[config.mk]
export PLATFORM = sky130hd
export DESIGN_NAME = lowest_id_leader_election_top
export DESIGN_NICKNAME = d
export VERILOG_FILES = /design/src/rtl/lle_pkg.sv /design/src/rtl/lle_peer_mem.sv /design/src/rtl/lowest_id_leader_election_top.sv
export SDC_FILE = /design/constraint.sdc
export NUM_CORES = 2
export LEC_CHECK = 0
export ABC_AREA = 1
export BUFFER_PORTS_ARGS = -buffer_cell sky130_fd_sc_hd__buf_4
export CELL_PAD_IN_SITES_DETAIL_PLACEMENT = 1
export CELL_PAD_IN_SITES_GLOBAL_PLACEMENT = 1
export CORE_MARGIN = 8
export CORE_UTILIZATION = 35
export CTS_BUF_LIST = sky130_fd_sc_hd__clkbuf_8
export DETAILED_ROUTE_END_ITERATION = 10
export GPL_TIMING_DRIVEN = 0
export PLACE_DENSITY = 0.72
export RECOVER_POWER = 50
export SLEW_MARGIN = 20
export SYNTH_ARGS = -nofsm -noshare
export SYNTH_HDL_FRONTEND = slang
export SYNTH_SLANG_ARGS = --single-unit
[constraint.sdc]
create_clock -name clk_i -period 11.69 [get_ports clk_i]
set_input_delay 0 -clock clk_i [delete_from_list [all_inputs] [get_ports clk_i]]
set_output_delay 0 -clock clk_i [all_outputs]
set_load 0.005 [all_outputs]
[src/rtl/lle_pkg.sv]
// ----------------------------------------------------------------------------
// lle_pkg
// Shared types and codes for the lowest-address leader election block.
// ----------------------------------------------------------------------------
package lle_pkg;

  localparam int unsigned AddrW = 48;
  localparam int unsigned TimeW = 32;

  typedef enum logic [2:0] {
    OP_HEARTBEAT = 3'd0,
    OP_ELECTION  = 3'd1,
    OP_DATA      = 3'd2,
    OP_TICK      = 3'd3,
    OP_BOOT      = 3'd4
  } op_e;

  typedef enum logic [1:0] {
    ROLE_NONE     = 2'd0,
    ROLE_FOLLOWER = 2'd1,
    ROLE_LEADER   = 2'd2
  } role_e;

  typedef enum logic [2:0] {
    REG_OWN_ADDR = 3'd0,
    REG_MASTER_TO = 3'd1,
    REG_WINDOW   = 3'd2,
    REG_STALE_TO = 3'd3,
    REG_HANDLER  = 3'd4
  } reg_e;

  typedef enum logic [2:0] {
    ST_IDLE,
    ST_SCAN,
    ST_DECIDE,
    ST_PURGE,
    ST_OUT
  } state_e;

  // one peer table entry
  typedef struct packed {
    logic [AddrW-1:0] addr;
    logic [TimeW-1:0] seen;
  } peer_t;

endpackage

[src/rtl/lle_peer_mem.sv]
// ----------------------------------------------------------------------------
// lle_peer_mem
// Peer table memory: one write port, one read port, registered read data.
// ----------------------------------------------------------------------------
module lle_peer_mem
  import lle_pkg::*;
#(
  parameter int unsigned Depth = 8
) (
  input  logic                     clk_i,
  input  logic                     we_i,
  input  logic [$clog2(Depth)-1:0] waddr_i,
  input  peer_t                    wdata_i,
  input  logic [$clog2(Depth)-1:0] raddr_i,
  output peer_t                    rdata_o
);

  peer_t mem [Depth];
  peer_t rdata_q;

  always_ff @(posedge clk_i) begin
    if (we_i) begin
      mem[waddr_i] <= wdata_i;
    end
    rdata_q <= mem[raddr_i];
  end

  assign rdata_o = rdata_q;

endmodule

[src/rtl/lowest_id_leader_election_top.sv]
// ----------------------------------------------------------------------------
// lowest_id_leader_election_top
// Node-side lowest-address leader election with a peer table in memory.
// ----------------------------------------------------------------------------
// usage:
//   s_axis carries one event item: op, peer address, master flag, time stamp.
//   m_axis returns exactly one status item per event item.
//   cfg_we_i/cfg_idx_i/cfg_data_i write the five settings while idle.
// sequencing:
//   one item at a time; the peer table is swept through its single read
//   port, one entry a cycle. data, boot and ignored items are offered in
//   the cycle after the accepting edge. heartbeat and election items pass
//   through a scan for lowest, then a decide step; a tick goes on after the
//   decide step to an in-order purge pass that compacts in place.
// reset:
//   control state clears at once; table contents are undefined and are
//   only read below the fill count, so no clearing pass is needed.
// stall:
//   the result is held in the output register until taken; the next input
//   item is accepted only after that.
// ----------------------------------------------------------------------------
module lowest_id_leader_election_top
  import lle_pkg::*;
#(
  parameter int unsigned MAX_PEERS = 8
) (
  input  logic        clk_i,
  input  logic        rst_ni,
  input  logic        cfg_we_i,
  input  logic [2:0]  cfg_idx_i,
  input  logic [47:0] cfg_data_i,
  input  logic        s_axis_tvalid,
  output logic        s_axis_tready,
  // op[2:0], peer_address[50:3], master_flag_in[51], now_ms[83:52], zeros
  input  logic [87:0] s_axis_tdata,
  output logic        m_axis_tvalid,
  input  logic        m_axis_tready,
  // role[1:0], master_known[2], master_address[50:3], peers_held[54:51],
  // send_election[55], send_heartbeat[56], heartbeat_master[57],
  // became_master[58], forward_data[59], zeros
  output logic [63:0] m_axis_tdata
);

  localparam int unsigned IdxW = (MAX_PEERS > 1) ? $clog2(MAX_PEERS) : 1;
  localparam int unsigned CntW = $clog2(MAX_PEERS + 1);

  // configuration
  logic [AddrW-1:0] own_q;
  logic [TimeW-1:0] mto_q, sto_q;
  logic [15:0]      win_q;
  logic             hnd_q;

  always_ff @(posedge clk_i or negedge rst_ni) begin
    if (!rst_ni) begin
      own_q <= '0;
      mto_q <= 32'd15000;
      win_q <= 16'd500;
      sto_q <= 32'd30000;
      hnd_q <= 1'b0;
    end else if (cfg_we_i) begin
      case (cfg_idx_i)
        REG_OWN_ADDR:  own_q <= cfg_data_i;
        REG_MASTER_TO: mto_q <= cfg_data_i[31:0];
        REG_WINDOW:    win_q <= cfg_data_i[15:0];
        REG_STALE_TO:  sto_q <= cfg_data_i[31:0];
        REG_HANDLER:   hnd_q <= cfg_data_i[0];
        default: ;
      endcase
    end
  end

  // item fields
  logic [2:0]       op_q, op_d;
  logic [AddrW-1:0] addr_q, addr_d;
  logic             mflag_q, mflag_d;
  logic [TimeW-1:0] now_q, now_d;

  // election state
  role_e            role_q, role_d;
  logic             mval_q, mval_d;
  logic [AddrW-1:0] maddr_q, maddr_d;
  logic [TimeW-1:0] mseen_q, mseen_d;
  logic [TimeW-1:0] estart_q, estart_d;
  logic             eact_q, eact_d;
  logic [CntW-1:0]  total_q, total_d;

  // sweep control
  state_e           st_q, st_d;
  logic [CntW-1:0]  ridx_q, ridx_d;   // read address issued
  logic [CntW-1:0]  widx_q, widx_d;   // purge write position
  logic             rv_q, rv_d;       // read data valid this cycle
  logic [CntW-1:0]  rpos_q, rpos_d;   // index of returned data
  logic             found_q, found_d;
  logic [IdxW-1:0]  fidx_q, fidx_d;
  logic [AddrW-1:0] low_q, low_d;
  logic             sel_q, sel_d, shb_q, shb_d, hbm_q, hbm_d;
  logic             won_q, won_d, fwd_q, fwd_d;

  // memory port
  logic            we;
  logic [IdxW-1:0] waddr, raddr;
  peer_t           wdata, rdata;

  lle_peer_mem #(.Depth(1 << IdxW)) u_mem (
    .clk_i   (clk_i),
    .we_i    (we),
    .waddr_i (waddr),
    .wdata_i (wdata),
    .raddr_i (raddr),
    .rdata_o (rdata)
  );

  assign raddr = ridx_q[IdxW-1:0];

  // next state
  always_comb begin
    st_d = st_q;
    case (st_q)
      ST_IDLE: begin
        if (s_axis_tvalid) begin
          case (s_axis_tdata[2:0])
            OP_HEARTBEAT, OP_ELECTION, OP_TICK: st_d = ST_SCAN;
            default:                            st_d = ST_OUT;
          endcase
        end
      end
      ST_SCAN:   if (ridx_q == total_q && !rv_q) st_d = ST_DECIDE;
      ST_DECIDE: st_d = (op_q == OP_TICK) ? ST_PURGE : ST_OUT;
      ST_PURGE:  if (ridx_q == total_q && !rv_q) st_d = ST_OUT;
      ST_OUT:    if (m_axis_tready) st_d = ST_IDLE;
      default:   st_d = ST_IDLE;
    endcase
  end

  // datapath and outputs
  always_comb begin
    logic       hit;
    logic       ins;
    logic       win;
    op_d = op_q; addr_d = addr_q; mflag_d = mflag_q; now_d = now_q;
    role_d = role_q; mval_d = mval_q; maddr_d = maddr_q; mseen_d = mseen_q;
    estart_d = estart_q; eact_d = eact_q; total_d = total_q;
    ridx_d = ridx_q; widx_d = widx_q; rv_d = 1'b0; rpos_d = ridx_q;
    found_d = found_q; fidx_d = fidx_q; low_d = low_q;
    sel_d = sel_q; shb_d = shb_q; hbm_d = hbm_q; won_d = won_q; fwd_d = fwd_q;
    we = 1'b0; waddr = '0; wdata = '{addr: addr_q, seen: now_q};
    hit = 1'b0; ins = 1'b0; win = 1'b0;
    s_axis_tready = 1'b0;
    m_axis_tvalid = 1'b0;

    case (st_q)
      ST_IDLE: begin
        s_axis_tready = 1'b1;
        if (s_axis_tvalid) begin
          op_d = s_axis_tdata[2:0];
          addr_d = s_axis_tdata[50:3];
          mflag_d = s_axis_tdata[51];
          now_d = s_axis_tdata[83:52];
          ridx_d = '0; widx_d = '0;
          found_d = 1'b0; fidx_d = '0;
          low_d = own_q;
          sel_d = 1'b0; shb_d = 1'b0; hbm_d = 1'b0; won_d = 1'b0; fwd_d = 1'b0;
          case (s_axis_tdata[2:0])
            OP_DATA: fwd_d = (role_q == ROLE_LEADER) && hnd_q;
            OP_BOOT: begin
              if (!eact_q) begin
                eact_d = 1'b1; estart_d = s_axis_tdata[83:52];
                role_d = ROLE_FOLLOWER; sel_d = 1'b1;
              end
            end
            default: ;
          endcase
        end
      end

      ST_SCAN: begin
        if (ridx_q != total_q) begin
          ridx_d = ridx_q + 1'b1;
          rv_d = 1'b1;
        end
        if (rv_q) begin
          if (rdata.addr == addr_q && !found_q) begin
            found_d = 1'b1;
            fidx_d = rpos_q[IdxW-1:0];
          end
          if (rdata.addr < low_q) low_d = rdata.addr;
        end
      end

      ST_DECIDE: begin
        ridx_d = '0; widx_d = '0;
        case (op_q)
          OP_HEARTBEAT: begin
            hit = found_q || (total_q < CntW'(MAX_PEERS));
            ins = !found_q && hit;
            if (hit) begin
              we = 1'b1;
              waddr = found_q ? fidx_q : total_q[IdxW-1:0];
              if (ins) total_d = total_q + 1'b1;
              if (mflag_q) begin
                maddr_d = addr_q; mval_d = 1'b1; mseen_d = now_q;
              end
            end
          end
          OP_ELECTION: begin
            if (!found_q && total_q < CntW'(MAX_PEERS)) begin
              we = 1'b1;
              waddr = total_q[IdxW-1:0];
              total_d = total_q + 1'b1;
            end
            if (addr_q < own_q) eact_d = 1'b0;
          end
          default: begin
            // tick: settle, master loss, heartbeat
            win = eact_q && ((now_q - estart_q) > {16'd0, win_q});
            if (win) begin
              eact_d = 1'b0;
              maddr_d = low_q; mval_d = 1'b1;
              if (low_q == own_q) begin
                role_d = ROLE_LEADER; won_d = hnd_q;
              end else begin
                role_d = ROLE_FOLLOWER;
              end
            end
            if ((win ? (low_q != own_q) : (role_q == ROLE_FOLLOWER)) &&
                (win || mval_q) && ((now_q - mseen_q) > mto_q)) begin
              mval_d = 1'b0;
              if (!(eact_q && !win)) begin
                eact_d = 1'b1; estart_d = now_q; role_d = ROLE_FOLLOWER;
                sel_d = 1'b1;
              end
            end
            shb_d = 1'b1;
            hbm_d = win ? (low_q == own_q) : (role_q == ROLE_LEADER);
          end
        endcase
      end

      ST_PURGE: begin
        if (ridx_q != total_q) begin
          ridx_d = ridx_q + 1'b1;
          rv_d = 1'b1;
        end
        if (rv_q) begin
          if ((now_q - rdata.seen) <= sto_q) begin
            we = 1'b1;
            waddr = widx_q[IdxW-1:0];
            wdata = rdata;
            widx_d = widx_q + 1'b1;
          end
        end
        if (ridx_q == total_q && !rv_q) total_d = widx_q;
      end

      ST_OUT: m_axis_tvalid = 1'b1;

      default: ;
    endcase
  end

  always_ff @(posedge clk_i or negedge rst_ni) begin
    if (!rst_ni) begin
      st_q <= ST_IDLE;
      role_q <= ROLE_NONE; mval_q <= 1'b0; maddr_q <= '0; mseen_q <= '0;
      estart_q <= '0; eact_q <= 1'b0; total_q <= '0;
      ridx_q <= '0; widx_q <= '0; rv_q <= 1'b0; rpos_q <= '0;
      found_q <= 1'b0;
    end else begin
      st_q <= st_d;
      role_q <= role_d; mval_q <= mval_d; maddr_q <= maddr_d; mseen_q <= mseen_d;
      estart_q <= estart_d; eact_q <= eact_d; total_q <= total_d;
      ridx_q <= ridx_d; widx_q <= widx_d; rv_q <= rv_d; rpos_q <= rpos_d;
      found_q <= found_d;
    end
  end

  always_ff @(posedge clk_i) begin
    op_q <= op_d; addr_q <= addr_d; mflag_q <= mflag_d; now_q <= now_d;
    fidx_q <= fidx_d; low_q <= low_d;
    sel_q <= sel_d; shb_q <= shb_d; hbm_q <= hbm_d; won_q <= won_d; fwd_q <= fwd_d;
  end

  assign m_axis_tdata = {4'd0, fwd_q, won_q, hbm_q, shb_q, sel_q,
                         4'(total_q), (mval_q ? maddr_q : 48'd0), mval_q, role_q};

endmodule

## Word-level counts from Yosys, hierarchy flattened

Memory sizes are Yosys's and may differ from the RTL's. A register that Yosys moved wholly into a read port is not among the register bits.
Cells that the tools add are included.

| word-level totals | value |
|---|---|
| register bits | 405 |
| bits in writable memories | 640 |
| logic and storage cells | 242 |
| memories kept | 1 |

Memories:

| name | words | width | rd ports | clocked after Yosys merged registers in | write ports | RTL line | text |
|---|---|---|---|---|---|---|---|
| u_mem.mem | 8 | 80 | 1 | 1 | 1 | lle_peer_mem.sv:18 | `peer_t mem [Depth];` |

| operators by class | value |
|---|---|
| add/subtract/negate cells | 6 |
| magnitude comparators | 6 |
| equal/unequal tests | 46 |
| multiplexer cells | 104 |
| bitwise operators | 1 |
| reduce and logical (&&, ||, !) cells | 49 |

Operators by type and width:

| kind | number |
|---|---|
| 48-bit two-way mux | 7 |
| 80-bit two-way mux | 3 |
| 32-bit two-way mux | 6 |
| 48-bit one-hot mux with 2 select lines | 2 |
| 48-bit == test | 2 |
| 48-bit < comparator | 2 |
| 32-bit subtractor | 3 |
| 32-bit one-hot mux with 2 select lines | 1 |
| 48-bit != test | 1 |
| 3-bit two-way mux | 14 |
| 2-bit != test, second input constant | 19 |
| 1-bit two-way mux | 36 |
| 32-bit by 16-bit greater-than comparator with 1-bit output | 1 |
| 32-bit greater-than comparator | 1 |
| 32-bit <= comparator | 1 |
| 4-bit two-way mux | 8 |
| 5-bit AND reduction | 6 |
| 4-bit one-hot mux with 3 select lines | 2 |
| 3-bit by 2-bit == test with 1-bit output, second input constant | 7 |
| 1-bit one-hot mux with 2 select lines | 10 |
| 4-bit AND reduction | 5 |
| 3-bit one-hot mux with 2 select lines | 3 |
| 2-bit two-way mux | 8 |
| 4-bit one-hot mux with 2 select lines | 2 |
| other kinds (25) | 62 |

## Longest topological paths before layout

| depth | value |
|---|---|
| word-level depth | 9 |
| mapped depth | 32 |

## Cells and area by module

From an unflattened synthesis, not the netlist that was laid out.

| unflattened totals | value |
|---|---|
| cells, all modules | 6737 |
| area, all modules | 58222.1 um2 |

By module, submodules not included:

| module | times used | cells each | area each (um2) | seq. area each (um2) |
|---|---|---|---|---|
| lle_peer_mem | 1 | 2863 | 29512.1 | 20820.0 |
| lowest_id_leader_election_top | 1 | 3874 | 28710.0 | 10860.4 |

## Worst setup path after synthesis

No wires, ideal clock.

| timing | value |
|---|---|
| path kind | register -> register |
| start point | register now_q[1] |
| end point | memory u_mem.mem[0][0] in the netlist's numbering, enable pin |
| setup time | 0.520 ns |
| data arrival time | 7.572 ns |
| slack | 3.598 ns |
| cell stages (with the launch flop) | 26 |
| path buffers | 1 |
| cell sequence | edfxtp_1 -> inv_1 -> fa_1 -> inv_1 -> nand3_1 -> nand2_1 -> a21oi_1 -> o21ai_1 -> a21boi_1 -> o21ai_1 -> a21oi_1 -> o21ai_1 -> a21boi_0 -> o21ai_1 -> xor2_1 -> ha_1 -> inv_1 -> nor4_1 -> nor4b_1 -> nand3_1 -> nand2_1 -> nand3_1 -> buf_2 -> nand3_1 -> nand2_1 -> nor2_1 |

| between the ends | value |
|---|---|
| cells in the longest elaborated chain, start to end | 7 |

RTL lines:

| what | RTL line | text |
|---|---|---|
| from (decl) | lowest_id_leader_election_top.sv:76 | `logic [TimeW-1:0] now_q, now_d;` |
| from (signal assigned) | lowest_id_leader_election_top.sv:278 | `op_q <= op_d; addr_q <= addr_d; mflag_q <= mflag_d; now_q <= now_d;` |
| 32-bit subtractor (*) | lowest_id_leader_election_top.sv:245 | `if ((now_q - rdata.seen) <= sto_q) begin` |
| 32-bit <= comparator (*) | lowest_id_leader_election_top.sv:245 |  |
| 1-bit two-way mux | lowest_id_leader_election_top.sv:245 |  |
| 1-bit two-way mux | lowest_id_leader_election_top.sv:244 | `if (rv_q) begin` |
| 1-bit one-hot mux with 2 select lines | lowest_id_leader_election_top.sv:151 | `case (st_q)` |
| 1-bit two-way mux | lle_peer_mem.sv:22 | `if (we_i) begin` |
| 1-bit two-way mux (implied by the code) | lle_peer_mem.sv:23 | `mem[waddr_i] <= wdata_i;` |
| to (decl) | lle_peer_mem.sv:18 |  |

Every way passes the cells marked *; elsewhere a longest branch is shown, timed or not.

## Worst setup path after layout

| timing | value |
|---|---|
| start point | register now_q[1] |
| end point | memory u_mem.mem[2][22] in the netlist's numbering, enable pin |

The elaborated chain is that of the path after synthesis.

==> results by group <==
Critical path
  – Crit Path Category: reg -> reg
  – Worst path depth: 28
  – Largest delay share family, worst path: simple AND/OR/NAND/NOR gates
  – CP required: 12,290 ps
  – Worst Setup Start Kind: flip-flop
  – Buffers & Inverters on Critical Path: 5
  – Critical path arrival: 10,270 ps
  – Cell mode on critical path: nand2_1
  – Worst setup EP type: flip-flop
  – Worst path max stage delay: 1170 ps
  – R2R depth: 28
  – CP max-delay cell: clkbuf_1
  – Crit-path max FO: 20
  – FF-to-FF setup slack: 2030 ps

Yosys
  – Dominant synthesized flop cell: edfxtp_1
  – Sequential share of the synthesized area: 0.580
  – Syn Inst Count: 5,678
  – Cell area after synthesis: 0.0546 mm^2
  – Netlist cell types: 59
  – Mean Syn Cell Area: 9.61 um^2
  – Yosys warning count: 0
  – Number of synthesized flops with an enable pin: 780
  – Async set-reset flop share out of synthesis: 0.236
  – #FFs+latches synth: 1,125

Cells and area
  – Share of cells above drive strength 1: 0.0743
  – # fillers: 17,700
  – P&R area growth vs syn: 19.6%
  – Finished Cell Area: 0.0652 mm^2
  – Fin util: 0.420
  – Nets: 6,772

Placed design
  – PortBufs: 201
  – Placed cell area: 0.0596 mm^2
  – Post-DP HPWL: 154 mm
  – Gp weighted congestion: 0.914

Clock network
  – CTS sink cnt: 1,125
  – CTS tree: built
  – H-tree depth: 4
  – Clk pin slew, worst setup/hold paths: 70 ps
  – Cts repair resizes: 0
  – Root Buffer: clkbuf_8
  – Max clock buf depth: 3
  – Cts bufs inserted: 184
  – Worst-Skew Late Latency: 930 ps

STA
  – Final period utilization: 0.827
  – Final setup fails: 0
  – Slew headroom: -2.54
  – Fmax: 103 MHz
  – Hold Fails Final Rpt: 0
  – Hold WS: 88.3 ps
  – Min Tclk post-route: 9660 ps
  – RSZ-0062 raised after global routing: no
  – Clock Skews: 54.2 ps
  – Worst slew pin tran: 5320 ps
  – Slew Limit Fails: 481

Detailed routing
  – First-pass iteration count of the detailed router: 8
  – Routed wire length: 205 mm
  – Iteration-0 DRC Markers: 3,884
  – Via-to-Cell Ratio: 5.26
  – Via count: 45,100
  – ANT nets after route: 0
  – Wirelength per Cell: 23.8 um
  – Number of remaining DRC errors: 0

Global route
  – Global-route wire length before repair: 303 mm
  – Antenna violations before repair: 8
  – Grt total ovfl: 0
  – Largest net degree at the start of global routing: 94
  – Total track usage: 0.237
  – Vias in the first global route: 47,200

Pwr
  – Leak: 27.4 nW
  – Pwr Density: 241 mW/mm^2
  – VDD IR max: 0.144 mV

Floorplanning
  – Die area: 0.169 mm^2
  – Initial core utilization: 0.351
  – DIE WIDTH: 411 um
  – # IOs: 210
  – Die H: 411 um
  – FP Rows: 145
  – Core Area: 0.155 mm^2

Run status
  – Status: complete, but fails checks
  – Failing checks: max-capacitance violations, max-slew violations

Worst hold path
  – Hold Path Stages: 4
  – Worst min-delay path class: in -> reg

Flow run
  – Max-cap viol count: 12
## repair_timing
action / CTS / global route
endpoints found under the setup margin: 0 / 0
endpoints found under the hold margin: 593 / 0
buffers inserted: 0 / 0
hold buffers: 251 / 0
## worst register-to-register path: cells and delay by family, from the launching register on
family,cells,cell delay [ps]
AO/OA/AOI/OAI,9,2450
XOR/XNOR,1,90
buffers and inverters,5,1940
flip-flops,1,730
AND/OR/NAND/NOR,11,3330
adder cells (fa/ha/maj),2,780
## per-stage QoR
| stage | cells | setup TNS (ps) | setup WS (ps) | power [W] |
|---|---|---|---|---|
| 2_1_floorplan | 5681 | 0 | 3600 | 0.00963 |
| 4_1_cts | 8573 | 0 | 2700 | 0.0158 |
| 3_3_place_gp | 7940 | -1050240 | -2740 | 0.0119 |
| 3_5_place_dp | 7975 | 0 | 2780 | 0.0122 |
| 5_1_grt | 8575 | 0 | 1390 | 0.0167 |
| 6_report | 8586 | 0 | 2030 | 0.0157 |
## cells by family (layout without fill, tap and decap cells)
| group | Yosys count | after routing | share of synthesized area |
|---|---|---|---|
| buffers and inverters | 909 | 1744 | 0.0642 |
| other | 1 | 16 | 0.0000687 |
| xor gates and xnor gates | 137 | 137 | 0.0220 |
| adders and majority gates | 273 | 273 | 0.0630 |
| and+or+nand+nor | 2024 | 2024 | 0.149 |
| AOI/OAI and AO/OA | 1209 | 1209 | 0.121 |
| DFF | 1125 | 1125 | 0.580 |
## layout make-up
| type | instances | area (um^2) | area share |
|---|---|---|---|
| clock inverters | 137 | 843 | 0.0129 |
| clock buffers | 210 | 2890 | 0.0443 |
| plain buffers | 240 | 961 | 0.0147 |
| well taps | 2058 | 2570 | 0.0395 |
| flip-flops and latches | 1125 | 31700 | 0.486 |
| inverters | 669 | 2510 | 0.0385 |
| repair buffers | 488 | 4370 | 0.0669 |
| diodes | 12 | 30.0 | 0.000460 |
| multi-input cells | 3647 | 19400 | 0.297 |
## registers in the layout (all words and copies together) (netlist names), 32 cells and up
signal and cells:
u_mem.rdata_o 80, estart_q 32, u_mem.mem 640, maddr_q 48, addr_q 48, mto_q 32
now_q 32, sto_q 32, low_q 48, mseen_q 32, own_q 48
## cells in the mapped netlist (all sizes together), types with 15 or more instances
cell type / instances / area [um^2]
buf: 49 / 277
a31oi: 134 / 838
xnor2: 63 / 552
inv: 667 / 2500
nor2: 769 / 2900
nor3: 35 / 175
a21oi: 183 / 916
o22ai: 94 / 588
xor2: 74 / 648
clkbuf: 191 / 717
nor4: 15 / 93.8
nand4: 74 / 478
edfxtp: 780 / 23400
nand2: 1017 / 3830
ha: 270 / 3380
dfstp: 20 / 526
dfxtp: 80 / 1600
a211oi: 17 / 133
dfrtp: 245 / 6130
nand3: 87 / 453
o21ai: 706 / 3530
## routing by layer
layer | vias to the layer above | GRT usage | share of wire
met5 | - | 0 | 0
met1 | 22400 | 0.303 | 0.41
li1 | 20700 | - | -
met3 | 446 | 0.0369 | 0.067
met4 | 0 | 0.108 | 0.048
met2 | 1600 | 0.394 | 0.47
## report_power, final
part / total (W) / switching [W] / internal, W
Combinational: 0.00632 / 0.00417 / 0.00215
Clock: 0.00351 / 0.00169 / 0.00181
Sequential: 0.00590 / 0.000776 / 0.00513
Total: 0.0157 / 0.00664 / 0.00909
## worst paths after layout
check / endpoint / startpoint
worst max-delay path: u_mem.mem[2][22] / now_q[1]
worst min register to register: rpos_q[1] / ridx_q[1]
max in group asynchronous: maddr_q[21] / rst_ni
worst min-delay path: sel_q / s_axis_tdata[2]
worst max register to register: u_mem.mem[2][22] / now_q[1]
min in group asynchronous: estart_q[29] / rst_ni
## layout by cell type, fill, tap and decap left out, drive strengths merged, types with 8 or more instances in the layout
cell         count
diode           12
edfxtp         780
dfxtp           80
dfrtp          245
a211oi          17
nand3b           8
nand2         1017
inv            747
clkbuf         572
xnor2           63
nor4            15
xor2            74
o22ai           94
a31oi          134
nor2           769
o21ai          706
nand4           74
clkinv          49
a21oi          183
dlygate4sd3    250
nand3           87
nor3            35
o2111ai         13
buf            116
a221oi          10
dfstp           20
ha             270
o221ai          12
Note: power is estimated with default switching activity, not from simulation.
